[config.mk]
export PLATFORM = sky130hd
export DESIGN_NAME = windowed_amplitude_histogram_core_flat
export DESIGN_NICKNAME = d
export VERILOG_FILES = /design/src/rtl/wah_pkg.sv /design/src/rtl/wah_if.sv /design/src/rtl/wah_ram.sv /design/src/rtl/wah_bin_search.sv /design/src/rtl/windowed_amplitude_histogram_core.sv /design/src/flat_wrapper.sv
export SDC_FILE = /design/constraint.sdc
export NUM_CORES = 2
export LEC_CHECK = 0
export BUFFER_PORTS_ARGS = -buffer_cell sky130_fd_sc_hd__clkbuf_2
export CAP_MARGIN = 5
export CORE_ASPECT_RATIO = 1.1
export CORE_MARGIN = 2
export CORE_UTILIZATION = 55
export CTS_BUF_LIST = sky130_fd_sc_hd__clkbuf_4 sky130_fd_sc_hd__clkbuf_8
export CTS_CLUSTER_DIAMETER = 150
export DETAILED_ROUTE_END_ITERATION = 10
export GPL_TIMING_DRIVEN = 0
export HOLD_SLACK_MARGIN = 0.03
export MAX_ROUTING_LAYER = met4
export PLACE_DENSITY = 0.8
export SETUP_SLACK_MARGIN = 0.3
export SYNTH_ARGS = -nofsm -noshare
export SYNTH_HDL_FRONTEND = slang
export SYNTH_SLANG_ARGS = --single-unit
[constraint.sdc]
create_clock -name i_clk -period 7.3 [get_ports i_clk]
set_clock_uncertainty 0.15 [all_clocks]
set_input_delay 1.095 -clock i_clk [delete_from_list [all_inputs] [get_ports i_clk]]
set_output_delay 1.095 -clock i_clk [all_outputs]
set_load 0.01 [all_outputs]
[src/rtl/wah_pkg.sv]
// Package for the windowed amplitude histogram core.
// Holds field widths, configuration register indexes and state encodings.
// No dependencies.
`default_nettype none

package wah_pkg;

    // Fixed field widths.
    localparam int LEVEL_W   = 16;
    localparam int NBREG_W   = 7;
    localparam int CNT_W     = 16;
    localparam int BIN_NUM_W = 6;
    localparam int CFG_W     = 16;
    localparam int CFG_IDX_W = 2;

    // Configuration register indexes.
    typedef enum logic [CFG_IDX_W-1:0] {
        CFG_MIN_LEVEL   = 2'd0,
        CFG_MAX_LEVEL   = 2'd1,
        CFG_NUM_BINS    = 2'd2,
        CFG_WINDOW_SIZE = 2'd3
    } t_cfg_idx;

    // Main sequencer states.
    typedef enum logic [2:0] {
        ST_IDLE,
        ST_SEARCH,
        ST_UPDATE,
        ST_FL_READ,
        ST_FL_LOAD
    } t_state;

    // Bin search unit states.
    typedef enum logic [1:0] {
        SR_IDLE,
        SR_MUL,
        SR_SCAN
    } t_srch_state;

endpackage

`default_nettype wire

[src/rtl/wah_if.sv]
// Valid/ready channel interfaces for samples in and histogram beats out.
// Depends on wah_pkg for the result field widths.
`default_nettype none

interface wah_in_if #(
    parameter int SAMPLE_BITS = 16
) ();
    logic                          valid;
    logic                          ready;
    logic signed [SAMPLE_BITS-1:0] sample;
    logic                          end_of_stream;

    modport source (output valid, sample, end_of_stream, input ready);
    modport sink   (input valid, sample, end_of_stream, output ready);
endinterface

interface wah_out_if
    import wah_pkg::*;
();
    logic                 valid;
    logic                 ready;
    logic [CNT_W-1:0]     window_number;
    logic [BIN_NUM_W-1:0] bin_number;
    logic [CNT_W-1:0]     bin_count;
    logic                 last_bin;

    modport source (output valid, window_number, bin_number, bin_count, last_bin,
                    input ready);
    modport sink   (input valid, window_number, bin_number, bin_count, last_bin,
                    output ready);
endinterface

`default_nettype wire

[src/rtl/wah_ram.sv]
// Generic simple dual-port RAM: one write port, one read port, registered read.
// No dependencies.
`default_nettype none

module wah_ram #(
    parameter int WIDTH = 16,
    parameter int DEPTH = 64
) (
    input  wire logic                                     i_clk,
    input  wire logic                                     i_we,
    input  wire logic [((DEPTH > 1) ? $clog2(DEPTH) : 1)-1:0] i_waddr,
    input  wire logic [WIDTH-1:0]                         i_wdata,
    input  wire logic [((DEPTH > 1) ? $clog2(DEPTH) : 1)-1:0] i_raddr,
    output logic      [WIDTH-1:0]                         o_rdata
);

    logic [WIDTH-1:0] r_mem [DEPTH];
    logic [WIDTH-1:0] r_rdata;

    // Write and registered read.
    always_ff @(posedge i_clk) begin
        if (i_we) begin
            r_mem[i_waddr] <= i_wdata;
        end
        r_rdata <= r_mem[i_raddr];
    end

    assign o_rdata = r_rdata;

endmodule

`default_nettype wire

[src/rtl/wah_bin_search.sv]
// Bin search unit: one multiply, then a shared add and compare stepped over the bins.
// Depends on wah_pkg.
`default_nettype none

module wah_bin_search
    import wah_pkg::*;
#(
    parameter int MAX_BINS    = 64,
    parameter int SAMPLE_BITS = 16
) (
    input  wire logic                                          i_clk,
    input  wire logic                                          i_rst_n,
    input  wire logic                                          i_start,
    input  wire logic signed [SAMPLE_BITS-1:0]                 i_sample,
    input  wire logic signed [LEVEL_W-1:0]                     i_min_level,
    input  wire logic signed [LEVEL_W-1:0]                     i_max_level,
    input  wire logic [$clog2(MAX_BINS+1)-1:0]                 i_num_bins,
    output logic                                               o_done,
    output logic [((MAX_BINS > 1) ? $clog2(MAX_BINS) : 1)-1:0] o_bin
);

    localparam int NB_W   = $clog2(MAX_BINS + 1);
    localparam int BIN_W  = (MAX_BINS > 1) ? $clog2(MAX_BINS) : 1;
    localparam int DIFF_W = ((SAMPLE_BITS > LEVEL_W) ? SAMPLE_BITS : LEVEL_W) + 1;
    localparam int SPAN_W = LEVEL_W + 1;
    localparam int LHS_W  = DIFF_W + NB_W + 1;

    t_srch_state              r_state, n_state;
    logic signed [DIFF_W-1:0] r_diff;
    logic signed [SPAN_W-1:0] r_span;
    logic signed [LHS_W-1:0]  r_lhs;
    logic signed [LHS_W-1:0]  r_acc;
    logic [BIN_W-1:0]         r_i;
    logic                     hit;

    // The scan stops at the first threshold that holds, or at the last bin in use.
    assign hit    = (r_lhs <= r_acc) || ((NB_W'(r_i) + NB_W'(1)) == i_num_bins);
    assign o_done = (r_state == SR_SCAN) && hit;
    assign o_bin  = r_i;

    // Next state.
    always_comb begin
        n_state = r_state;
        case (r_state)
            SR_IDLE: begin
                if (i_start) begin
                    n_state = SR_MUL;
                end
            end
            SR_MUL: begin
                n_state = SR_SCAN;
            end
            SR_SCAN: begin
                if (hit) begin
                    n_state = SR_IDLE;
                end
            end
            default: begin
                n_state = SR_IDLE;
            end
        endcase
    end

    always_ff @(posedge i_clk) begin
        if (!i_rst_n) begin
            r_state <= SR_IDLE;
        end else begin
            r_state <= n_state;
        end
    end

    // Datapath: offset and span, then nb*(sample-min), then (i+1)*span by repeated add.
    always_ff @(posedge i_clk) begin
        case (r_state)
            SR_IDLE: begin
                if (i_start) begin
                    r_diff <= DIFF_W'(i_sample) - DIFF_W'(i_min_level);
                    r_span <= SPAN_W'(i_max_level) - SPAN_W'(i_min_level);
                end
            end
            SR_MUL: begin
                r_lhs <= LHS_W'(r_diff) * LHS_W'($signed({1'b0, i_num_bins}));
                r_acc <= LHS_W'(r_span);
                r_i   <= '0;
            end
            SR_SCAN: begin
                if (!hit) begin
                    r_acc <= r_acc + LHS_W'(r_span);
                    r_i   <= r_i + BIN_W'(1);
                end
            end
            default: begin
            end
        endcase
    end

endmodule

`default_nettype wire

[src/rtl/windowed_amplitude_histogram_core.sv]
// Windowed amplitude histogram core. After a sample is accepted the input is held not
// ready until its counter update and any window flush it starts are done; the bin search
// unit finds its bin (0..num_bins-1), stepping one threshold per cycle after one multiply.
// A window flush takes a counter RAM read and an output load for each bin in use, and the
// output load waits while the output side stalls.
// Reset is synchronous and active low; it restores the register defaults and clears all
// bin counters at once through per-bin valid bits.
`default_nettype none

module windowed_amplitude_histogram_core
    import wah_pkg::*;
#(
    parameter int MAX_BINS    = 64,
    parameter int SAMPLE_BITS = 16
) (
    input  wire logic                 i_clk,
    input  wire logic                 i_rst_n,
    input  wire logic                 i_cfg_we,
    input  wire logic [CFG_IDX_W-1:0] i_cfg_index,
    input  wire logic [CFG_W-1:0]     i_cfg_data,
    wah_in_if.sink                    i_samp,
    wah_out_if.source                 o_hist
);

    localparam int NB_W  = $clog2(MAX_BINS + 1);
    localparam int BIN_W = (MAX_BINS > 1) ? $clog2(MAX_BINS) : 1;
    localparam int CMP_W = (NB_W > NBREG_W) ? NB_W : NBREG_W;

    // Configuration registers.
    logic signed [LEVEL_W-1:0] r_min_level;
    logic signed [LEVEL_W-1:0] r_max_level;
    logic [NBREG_W-1:0]        r_num_bins;
    logic [CNT_W-1:0]          r_window_size;

    // Sequencer and window state.
    t_state                r_state, n_state;
    logic [MAX_BINS-1:0]   r_valid;
    logic [CNT_W-1:0]      r_siw;
    logic [CNT_W-1:0]      r_win;
    logic                  r_eos;
    logic [BIN_W-1:0]      r_bin;
    logic [BIN_W-1:0]      r_idx;

    // Output register.
    logic                  r_ov;
    logic [CNT_W-1:0]      r_o_win;
    logic [BIN_NUM_W-1:0]  r_o_bin;
    logic [CNT_W-1:0]      r_o_cnt;
    logic                  r_o_last;

    logic [NB_W-1:0]       eff_nb;
    logic [CNT_W-1:0]      eff_ws;
    logic                  accept;
    logic                  srch_done;
    logic [BIN_W-1:0]      srch_bin;
    logic                  ram_we;
    logic [BIN_W-1:0]      ram_raddr;
    logic [CNT_W-1:0]      ram_rdata;
    logic [CNT_W-1:0]      cur_cnt;
    logic [CNT_W-1:0]      upd_cnt;
    logic [CNT_W-1:0]      siw_inc;
    logic                  flush_now;
    logic [CNT_W-1:0]      fl_cnt;
    logic                  fl_last;
    logic                  out_free;
    logic                  out_load;
    logic                  fl_done;

    // Effective bin count and window size.
    always_comb begin
        if (r_num_bins == '0) begin
            eff_nb = NB_W'(1);
        end else if (CMP_W'(r_num_bins) > CMP_W'(MAX_BINS)) begin
            eff_nb = NB_W'(MAX_BINS);
        end else begin
            eff_nb = NB_W'(CMP_W'(r_num_bins));
        end
    end

    assign eff_ws = (r_window_size == '0) ? CNT_W'(1) : r_window_size;

    assign i_samp.ready = (r_state == ST_IDLE);
    assign accept       = i_samp.valid && i_samp.ready;

    wah_bin_search #(
        .MAX_BINS    (MAX_BINS),
        .SAMPLE_BITS (SAMPLE_BITS)
    ) u_search (
        .i_clk       (i_clk),
        .i_rst_n     (i_rst_n),
        .i_start     (accept),
        .i_sample    (i_samp.sample),
        .i_min_level (r_min_level),
        .i_max_level (r_max_level),
        .i_num_bins  (eff_nb),
        .o_done      (srch_done),
        .o_bin       (srch_bin)
    );

    assign ram_raddr = (r_state == ST_SEARCH) ? srch_bin : r_idx;

    wah_ram #(
        .WIDTH (CNT_W),
        .DEPTH (MAX_BINS)
    ) u_counters (
        .i_clk   (i_clk),
        .i_we    (ram_we),
        .i_waddr (r_bin),
        .i_wdata (upd_cnt),
        .i_raddr (ram_raddr),
        .o_rdata (ram_rdata)
    );

    // Counter update with saturation; an entry not written since the last clear reads as zero.
    assign cur_cnt   = r_valid[r_bin] ? ram_rdata : '0;
    assign upd_cnt   = (cur_cnt == '1) ? cur_cnt : cur_cnt + CNT_W'(1);
    assign siw_inc   = (r_siw == '1) ? r_siw : r_siw + CNT_W'(1);
    assign flush_now = r_eos || (siw_inc >= eff_ws);

    // Flush read-out.
    assign fl_cnt   = r_valid[r_idx] ? ram_rdata : '0;
    assign fl_last  = (NB_W'(r_idx) + NB_W'(1)) == eff_nb;
    assign out_free = !r_ov || o_hist.ready;

    // Next state and strobes.
    always_comb begin
        n_state  = r_state;
        ram_we   = 1'b0;
        out_load = 1'b0;
        fl_done  = 1'b0;
        case (r_state)
            ST_IDLE: begin
                if (accept) begin
                    n_state = ST_SEARCH;
                end
            end
            ST_SEARCH: begin
                if (srch_done) begin
                    n_state = ST_UPDATE;
                end
            end
            ST_UPDATE: begin
                ram_we  = 1'b1;
                n_state = flush_now ? ST_FL_READ : ST_IDLE;
            end
            ST_FL_READ: begin
                n_state = ST_FL_LOAD;
            end
            ST_FL_LOAD: begin
                if (out_free) begin
                    out_load = 1'b1;
                    if (fl_last) begin
                        fl_done = 1'b1;
                        n_state = ST_IDLE;
                    end else begin
                        n_state = ST_FL_READ;
                    end
                end
            end
            default: begin
                n_state = ST_IDLE;
            end
        endcase
    end

    // Control and configuration registers.
    always_ff @(posedge i_clk) begin
        if (!i_rst_n) begin
            r_state       <= ST_IDLE;
            r_min_level   <= -16'sd32768;
            r_max_level   <= 16'sd32767;
            r_num_bins    <= NBREG_W'(16);
            r_window_size <= CNT_W'(1024);
            r_valid       <= '0;
            r_siw         <= '0;
            r_win         <= '0;
            r_ov          <= 1'b0;
            r_idx         <= '0;
        end else begin
            r_state <= n_state;
            if (i_cfg_we) begin
                case (t_cfg_idx'(i_cfg_index))
                    CFG_MIN_LEVEL:   r_min_level   <= i_cfg_data;
                    CFG_MAX_LEVEL:   r_max_level   <= i_cfg_data;
                    CFG_NUM_BINS:    r_num_bins    <= i_cfg_data[NBREG_W-1:0];
                    CFG_WINDOW_SIZE: r_window_size <= i_cfg_data;
                    default: begin
                    end
                endcase
            end
            if (ram_we) begin
                r_valid[r_bin] <= 1'b1;
                r_siw          <= siw_inc;
                r_idx          <= '0;
            end
            if (out_load) begin
                r_idx <= r_idx + BIN_W'(1);
            end
            if (fl_done) begin
                r_valid <= '0;
                r_siw   <= '0;
                r_win   <= r_eos ? '0 : r_win + CNT_W'(1);
            end
            if (out_load) begin
                r_ov <= 1'b1;
            end else if (o_hist.ready) begin
                r_ov <= 1'b0;
            end
        end
    end

    // Item and output payload registers.
    always_ff @(posedge i_clk) begin
        if (accept) begin
            r_eos <= i_samp.end_of_stream;
        end
        if ((r_state == ST_SEARCH) && srch_done) begin
            r_bin <= srch_bin;
        end
        if (out_load) begin
            r_o_win  <= r_win;
            r_o_bin  <= BIN_NUM_W'(r_idx);
            r_o_cnt  <= fl_cnt;
            r_o_last <= fl_last;
        end
    end

    assign o_hist.valid         = r_ov;
    assign o_hist.window_number = r_o_win;
    assign o_hist.bin_number    = r_o_bin;
    assign o_hist.bin_count     = r_o_cnt;
    assign o_hist.last_bin      = r_o_last;

    // The search never reports a bin outside the bins in use.
    a_bin_in_range: assert property (@(posedge i_clk) disable iff (!i_rst_n)
        srch_done |-> (NB_W'(srch_bin) < eff_nb))
        else $error("bin search result beyond the bins in use");

    // A counter update leaves at least one bin marked as written.
    a_update_marks: assert property (@(posedge i_clk) disable iff (!i_rst_n)
        (r_state == ST_UPDATE) |=> (r_valid != '0))
        else $error("counter update did not mark its bin");

    // A completed flush clears every counter.
    a_flush_clears: assert property (@(posedge i_clk) disable iff (!i_rst_n)
        fl_done |=> (r_valid == '0) && (r_siw == '0))
        else $error("window flush left counters uncleared");

endmodule

`default_nettype wire
[src/flat_wrapper.sv]
// flat-port wrapper written by rule: the top's interface ports become plain ports
module windowed_amplitude_histogram_core_flat import wah_pkg::*;
#(
    parameter int MAX_BINS    = 64,
    parameter int SAMPLE_BITS = 16
)
  (i_clk, i_rst_n, i_cfg_we, i_cfg_index, i_cfg_data, i_samp_valid, i_samp_sample, i_samp_end_of_stream, i_samp_ready, o_hist_valid, o_hist_window_number, o_hist_bin_number, o_hist_bin_count, o_hist_last_bin, o_hist_ready);
  wah_in_if #(.SAMPLE_BITS(SAMPLE_BITS)) i_samp_i ();
  wah_out_if o_hist_i ();
  input  wire logic i_clk;
  input  wire logic i_rst_n;
  input  wire logic i_cfg_we;
  input  wire logic [CFG_IDX_W-1:0] i_cfg_index;
  input  wire logic [CFG_W-1:0] i_cfg_data;
  input wire logic [$bits(i_samp_i.valid)-1:0] i_samp_valid;
  input wire logic [$bits(i_samp_i.sample)-1:0] i_samp_sample;
  input wire logic [$bits(i_samp_i.end_of_stream)-1:0] i_samp_end_of_stream;
  output wire logic [$bits(i_samp_i.ready)-1:0] i_samp_ready;
  output wire logic [$bits(o_hist_i.valid)-1:0] o_hist_valid;
  output wire logic [$bits(o_hist_i.window_number)-1:0] o_hist_window_number;
  output wire logic [$bits(o_hist_i.bin_number)-1:0] o_hist_bin_number;
  output wire logic [$bits(o_hist_i.bin_count)-1:0] o_hist_bin_count;
  output wire logic [$bits(o_hist_i.last_bin)-1:0] o_hist_last_bin;
  input wire logic [$bits(o_hist_i.ready)-1:0] o_hist_ready;
  assign i_samp_i.valid = i_samp_valid;
  assign i_samp_i.sample = i_samp_sample;
  assign i_samp_i.end_of_stream = i_samp_end_of_stream;
  assign i_samp_ready = i_samp_i.ready;
  assign o_hist_valid = o_hist_i.valid;
  assign o_hist_window_number = o_hist_i.window_number;
  assign o_hist_bin_number = o_hist_i.bin_number;
  assign o_hist_bin_count = o_hist_i.bin_count;
  assign o_hist_last_bin = o_hist_i.last_bin;
  assign o_hist_i.ready = o_hist_ready;
  windowed_amplitude_histogram_core #(.MAX_BINS(MAX_BINS), .SAMPLE_BITS(SAMPLE_BITS)) u_core (.i_clk(i_clk), .i_rst_n(i_rst_n), .i_cfg_we(i_cfg_we), .i_cfg_index(i_cfg_index), .i_cfg_data(i_cfg_data), .i_samp(i_samp_i), .o_hist(o_hist_i));
endmodule
# == Word level (Yosys, flattened, before mapping) ==
# Memories as Yosys holds them, arrays and structs flattened. A register that Yosys moved wholly into a read port is not among the register bits.
# Cells that the tools add are included.
# word_totals
regBits,299
inputBits,40
ramBits,1024
out_inout_bits,41
elab_cells,125
memories,1
# op_classes
n_mul,1
n_eq_ne,19
addsub,10
magnitude_cmp,6
n_reduce_logical,25
bitwise,2
n_mux,39
# mem_list
memory,words,word_bits,rd,rd_clocked_by_memory_dff,wr,line_no,source
u_core.u_counters.r_mem,64,16,1,1,1,wah_ram.sv:17,logic [WIDTH-1:0] r_mem [DEPTH];
# op_table
cell,count
16-bit two-way mux,5
64-bit OR,1
25-bit case mux with 2 select lines,1
16-bit by 1-bit adder with 16-bit output (second input constant),3
16-bit by 16-bit subtractor with 17-bit output,2
16-bit == test (second input constant),2
25-bit by 17-bit adder with 25-bit output,1
25-bit less-or-equal comparator,1
17-bit by 8-bit multiplier with 25-bit output,1
25-bit two-way mux,1
6-bit two-way mux,4
16-bit >= comparator,1
16-bit zero test,1
3-bit case mux with 5 select lines,1
6-bit by 1-bit adder with 7-bit output (second input constant),2
7-bit == test,2
6-bit by 7-bit less-than comparator with 1-bit output (second input constant),2
7-bit two-way mux,2
2-bit AND reduction,7
1-bit two-way mux,13
6-bit by 1-bit adder with 6-bit output (second input constant),2
1-bit binary-select mux with 6-bit select,2
6-bit case mux with 2 select lines,1
3-bit two-way mux,3
other kinds (22),41

# == Logic depth before layout (Yosys ltp) ==
# depth
word_depth,8
mapped_depth,22
ltp_nobuf,20

# == Modules after synthesis ==
# A second synthesis with hierarchy kept.
# hier_totals
cells_unflattened,4126
hier_area_um2,61596.6
# by_module_without_submodules
module,cells_per_inst,instances,area_each_um2,seq_area_each_um2
wah_ram,1829,1,40042.2,31069.8
wah_bin_search,1164,1,11130.7,2742.6
windowed_amplitude_histogram_core,1133,1,10423.7,4604.4

# == Worst setup path before layout ==
# No wires, ideal clock.
# synth_path
path_kind,register to register
from,reg u_core.r_bin[0]
to,"mem u_core.u_counters.r_mem[0][14], data pin"
required_ns,6.429
path_stages_with_launch,12
arrival_time_ns,5.406
setup_slack_ns,1.022
path_buffers,1
synth_period_minus_slack_ns,6.278
setup_time_ns,0.721
path_cell_list,edfxtp_1 > buf_1 > mux4_2 > mux2i_1 > o22ai_1 > nor4_2 > nor2b_1 > ha_1 > and3_1 > nand3_1 > nor2_1 > a211oi_1
# synth_via
elab_chain_len,5
word_cells_on_any_way,6
cone_classes,add/sub (1); eq/ne (1); mux (4)
# synth_lines
item,line_no,source
"start, declared",windowed_amplitude_histogram_core.sv:41,logic [BIN_W-1:0] r_bin;
"start signal, assigned",windowed_amplitude_histogram_core.sv:218,r_bin <= srch_bin;
1-bit binary-select mux with 6-bit select (*),windowed_amplitude_histogram_core.sv:115,assign cur_cnt = r_valid[r_bin] ? ram_rdata : '0;
1-bit two-way mux (implied by the code) (*),windowed_amplitude_histogram_core.sv:115,
16-bit two-way mux (*),windowed_amplitude_histogram_core.sv:115,
16-bit by 1-bit adder with 16-bit output / 16-bit == test (equally long branches),windowed_amplitude_histogram_core.sv:116,assign upd_cnt = (cur_cnt == '1) ? cur_cnt : cur_cnt + CNT_W'(1);
16-bit two-way mux (*),windowed_amplitude_histogram_core.sv:116,
named net u_core.u_counters.i_wdata[14],wah_ram.sv:12,"input wire logic [WIDTH-1:0] i_wdata,"
"end, declared",wah_ram.sv:17,
# The timed path passes the listed nets; every way through them passes the cells marked *. The select of a mux whose other input is x is not followed.

# == Final worst setup path ==
# layout_path
from,reg u_core.r_num_bins[6]
to,"reg u_core.u_search.r_lhs[24], data pin"
# layout_via
elab_chain_len,4
word_cells_on_any_way,5
cone_classes,mul (1); order compare (1); mux (2); reduce/logical (1)
# layout_lines
item,line_no,source
"start, declared",windowed_amplitude_histogram_core.sv:32,logic [NBREG_W-1:0] r_num_bins;
"start signal, assigned",windowed_amplitude_histogram_core.sv:185,CFG_NUM_BINS: r_num_bins <= i_cfg_data[NBREG_W-1:0];
7-bit > comparator,windowed_amplitude_histogram_core.sv:73,end else if (CMP_W'(r_num_bins) > CMP_W'(MAX_BINS)) begin
7-bit two-way mux,windowed_amplitude_histogram_core.sv:73,
7-bit two-way mux (*),windowed_amplitude_histogram_core.sv:71,if (r_num_bins == '0) begin
17-bit by 8-bit multiplier with 25-bit output (*),wah_bin_search.sv:82,"r_lhs <= LHS_W'(r_diff) * LHS_W'($signed({1'b0, i_num_bins}));"
"end signal, assigned",wah_bin_search.sv:82,
"end, declared",wah_bin_search.sv:31,logic signed [LHS_W-1:0] r_lhs;
# Mark *: on every way between the ends. The rest lies on a longest branch, timed or not.
# A chain may end at the register's enable or synchronous reset.

==> run_results.csv <==
group,metric,value,unit
sta,fmax,153.1,MHz
sta,hold_ws,0.2290,ns
clock_tree,cts_buffers,196,
global_route,grt_max_degree,65,
outcome,status,"completed",
synthesis,synth_compound_area_share,6.359,%
clock_tree,cts.sinks,1339,
critical_path,critPathMaxFanout,10,
synthesis,synth_area_per_cell,12.15,µm²
sta,fin_crit_sh,89.49,%
global_route,track_usage,29.48,%
clock_tree,path_clk_slew,0.07,ns
synthesis,ys_warn_count,0,
clock_tree,cts_root_buf,"clkbuf_8",
clock_tree,clock_latency,0.93,ns
global_route,grt_pass1_vias,42180,
finish,fin_cells,7137,
sta,rsz0062_at_grt,"no",
sta,hold_viol,0,
global_route,antenna_found_initial,4,
synthesis,synth_xor_xnor_area_share,1.572,%
critical_path,path_class,"register to register",
sta,tightest_slew,1.203,ns
die,die_w,324.2,µm
placed_design,placed_cells,6771,
drt,vias,43010,
synthesis,synthSimpleGateAreaFrac,15.06,%
die,die_h,356.2,µm
finish,nNetsFinal,5750,
die,initial_core_util,55.28,%
finish,syn_to_final_growth,12.93,%
sta,layout_setup_ws,0.7673,ns
drt,drt-total-wl,165.5,mm
min_path,hold_path_class,"input port to register",
synthesis,synth_ff_type,"edfxtp_1",
placed_design,dpl_cell_area,65910,µm²
placed_design,hpwl,116.0,mm
die,rows,129,
job,max_cap_viol_count,0,
power,power.density,240.1,nW/µm²
drt,initialDrtViolationCount,5573,
clock_tree,cts_resized,0,
synthesis,async_reset_ff_share,0,%
synthesis,syn-instance-count,5105,
synthesis,synth_mux_area_share,5.625,%
synthesis,ys_seq_area_share,61.95,%
power,p_leak,27.30,nW
clock_tree,h-tree-depth,4,
die,io_pins,81,
synthesis,synth_top_area_share,56.17,%
die,dieArea,115500,µm²
clock_tree,holdBufCountCts,0,
synthesis,mappedNetlistNets,5392,
finish,final_area,70040,µm²
power,peakVddDrop,0.2827,mV
placed_design,gp_congestion,1.025,
drt,viasPerCell,6.026,
synthesis,ys_ff_latch,1339,
sta,setup_viol,0,
sta,drv_slew,0,
critical_path,crit_required,7.77,ns
synthesis,synth_fa_ha_area_share,6.121,%
synthesis,synth_edf_count,1160,
critical_path,critPathCaptureType,"register",
synthesis,synth_area,62010,µm²
drt,drc,0,
placed_design,port_buffers,78,
global_route,grt_overflow,0,
synthesis,synth.most_common_cell,"edfxtp_1",
sta,min_period,6.533,ns
synthesis,synth.distinct_cells,77,
sta,slew_headroom,19.79,%
critical_path,cp_data_arrival_time,7.00,ns
power,p_total,16.81,mW
clock_tree,tritoncts,"done",
drt,detail_route.wl_per_cell,23.19,µm
synthesis,synth_top_family_by_area,"simple AND/OR/NAND/NOR gates",
drt,ant_nets,0,
placed_design,dp_worst_setup_slack,0.8758,ns
synthesis,ys_top_cells_by_count,"1,160 x edfxtp_1, 995 x nand2_1, 340 x nand3_1",
clock_tree,postCtsSetupRepairBufs,0,
synthesis,yosysTopAreaCell,"edfxtp_1",
global_route,grt_pass1_wl,246.8,mm
die,core_area,112200,µm²
synthesis,synth.area.top_cells,"edfxtp_1 56%, nand2_1 6.0%, dfxtp_1 5.8%",
clock_tree,cts_buffer_depth,3,
finish,drive_gt1_share,13.25,%
critical_path,startpoint_type,"register",
drt,drtPass1Iterations,6,
power by group:
part	internal (mW)	total (mW)	switching, mW	leakage, nW
sequential	8.36	8.47	0.113	14.2
combinational	0.708	2.07	1.37	10.9
clock	3.36	6.27	2.91	2.17
total	12.4	16.8	4.39	27.3
path summary, 6_finish.rpt:
| path | cells after the start | slack, ns | start | to |
|---|---|---|---|---|
| min | 1 | 0.23 | i_samp_end_of_stream | u_core.r_eos |
| min reg2reg | 0 | 0.29 | u_core.r_win[2] | u_core.o_hist.window_number[2] |
| max | 20 | 0.77 | u_core.r_num_bins[6] | u_core.u_search.r_lhs[24] |
| max reg2reg | 20 | 0.77 | u_core.r_num_bins[6] | u_core.u_search.r_lhs[24] |
layer usage:
layer  vias to the layer above  track usage, %  part of all wire (%)
met4                         0           14.18                   5.0
met3                       489           5.881                    11
met5                         -               -                     0
met2                      2572           46.10                    47
met1                     20770           36.96                    37
li1                      19180               -                     -
flip-flops by register name, summed over array words and instances, names as in the netlist, 7 cells and up:
| signal | count |
|---|---|
| u_core.u_search.r_lhs | 25 |
| u_core.o_hist.bin_count | 16 |
| u_core.o_hist.window_number | 16 |
| u_core.r_valid | 64 |
| u_core.r_min_level | 16 |
| u_core.r_max_level | 16 |
| u_core.r_num_bins | 7 |
| u_core.u_search.r_acc | 25 |
| u_core.u_counters.o_rdata | 16 |
| u_core.r_window_size | 16 |
| u_core.u_search.r_diff | 17 |
| u_core.u_counters.r_mem | 1024 |
| u_core.u_search.r_span | 17 |
| u_core.r_siw | 16 |
| u_core.r_win | 16 |
cell families after synthesis:
| group | count (synthesis) |
|---|---|
| simple gates | 2075 |
| flops | 1339 |
| compound gates | 544 |
| buf+inv | 490 |
| mux | 302 |
| fa+ha+maj | 247 |
| xor+xnor | 108 |
stage by stage:
stage          utilization, %  setup TNS, ns
2_1_floorplan               -              0
3_3_place_gp            57.31       -1525.51
3_5_place_dp            58.76              0
4_1_cts                 62.41              0
5_1_grt                 62.43              0
6_report                62.43              0
layout by cell type, fill, tap and decap left out, types with 124 or more instances in the layout:
cell and count:
edfxtp_1 1160, nand2_1 995, dfxtp_1 179, clkbuf_8 213, ha_1 153, nor2_1 253, nand3_1 340, inv_1 214
and2_1 124, clkbuf_1 135, mux2i_1 263
final cells by class:
cell class                      instances  area (µm²)
Inverter                              215       807.0
Fill cell                            8082       42140
Antenna cell                            7       17.52
Clock buffer                          285        3472
Clock inverter                         74       623.1
Buffer                                275        1250
Multi-Input combinational cell       3276       21810
Timing Repair Buffer                  160        1757
Tap cell                             1506        1884
Sequential cell                      1339       38420
worst max-delay path, stage by stage (launching register included):
cell and delay, ns:
dfxtp_1 0.35, clkbuf_1 0.23, nor2b_1 0.62, clkbuf_1 0.45, nand2_1 0.15, fa_1 0.55, inv_1 0.05, fa_1 0.50
fa_1 0.50, inv_1 0.05, fa_1 0.49, inv_1 0.05, ha_1 0.35, and3_1 0.19, and3_1 0.17, a211oi_1 0.20
o21ai_0 0.21, a41oi_1 0.34, o21ai_0 0.18, o41ai_1 0.34, xnor2_1 0.12
Note: power is estimated with default switching activity, not from simulation.
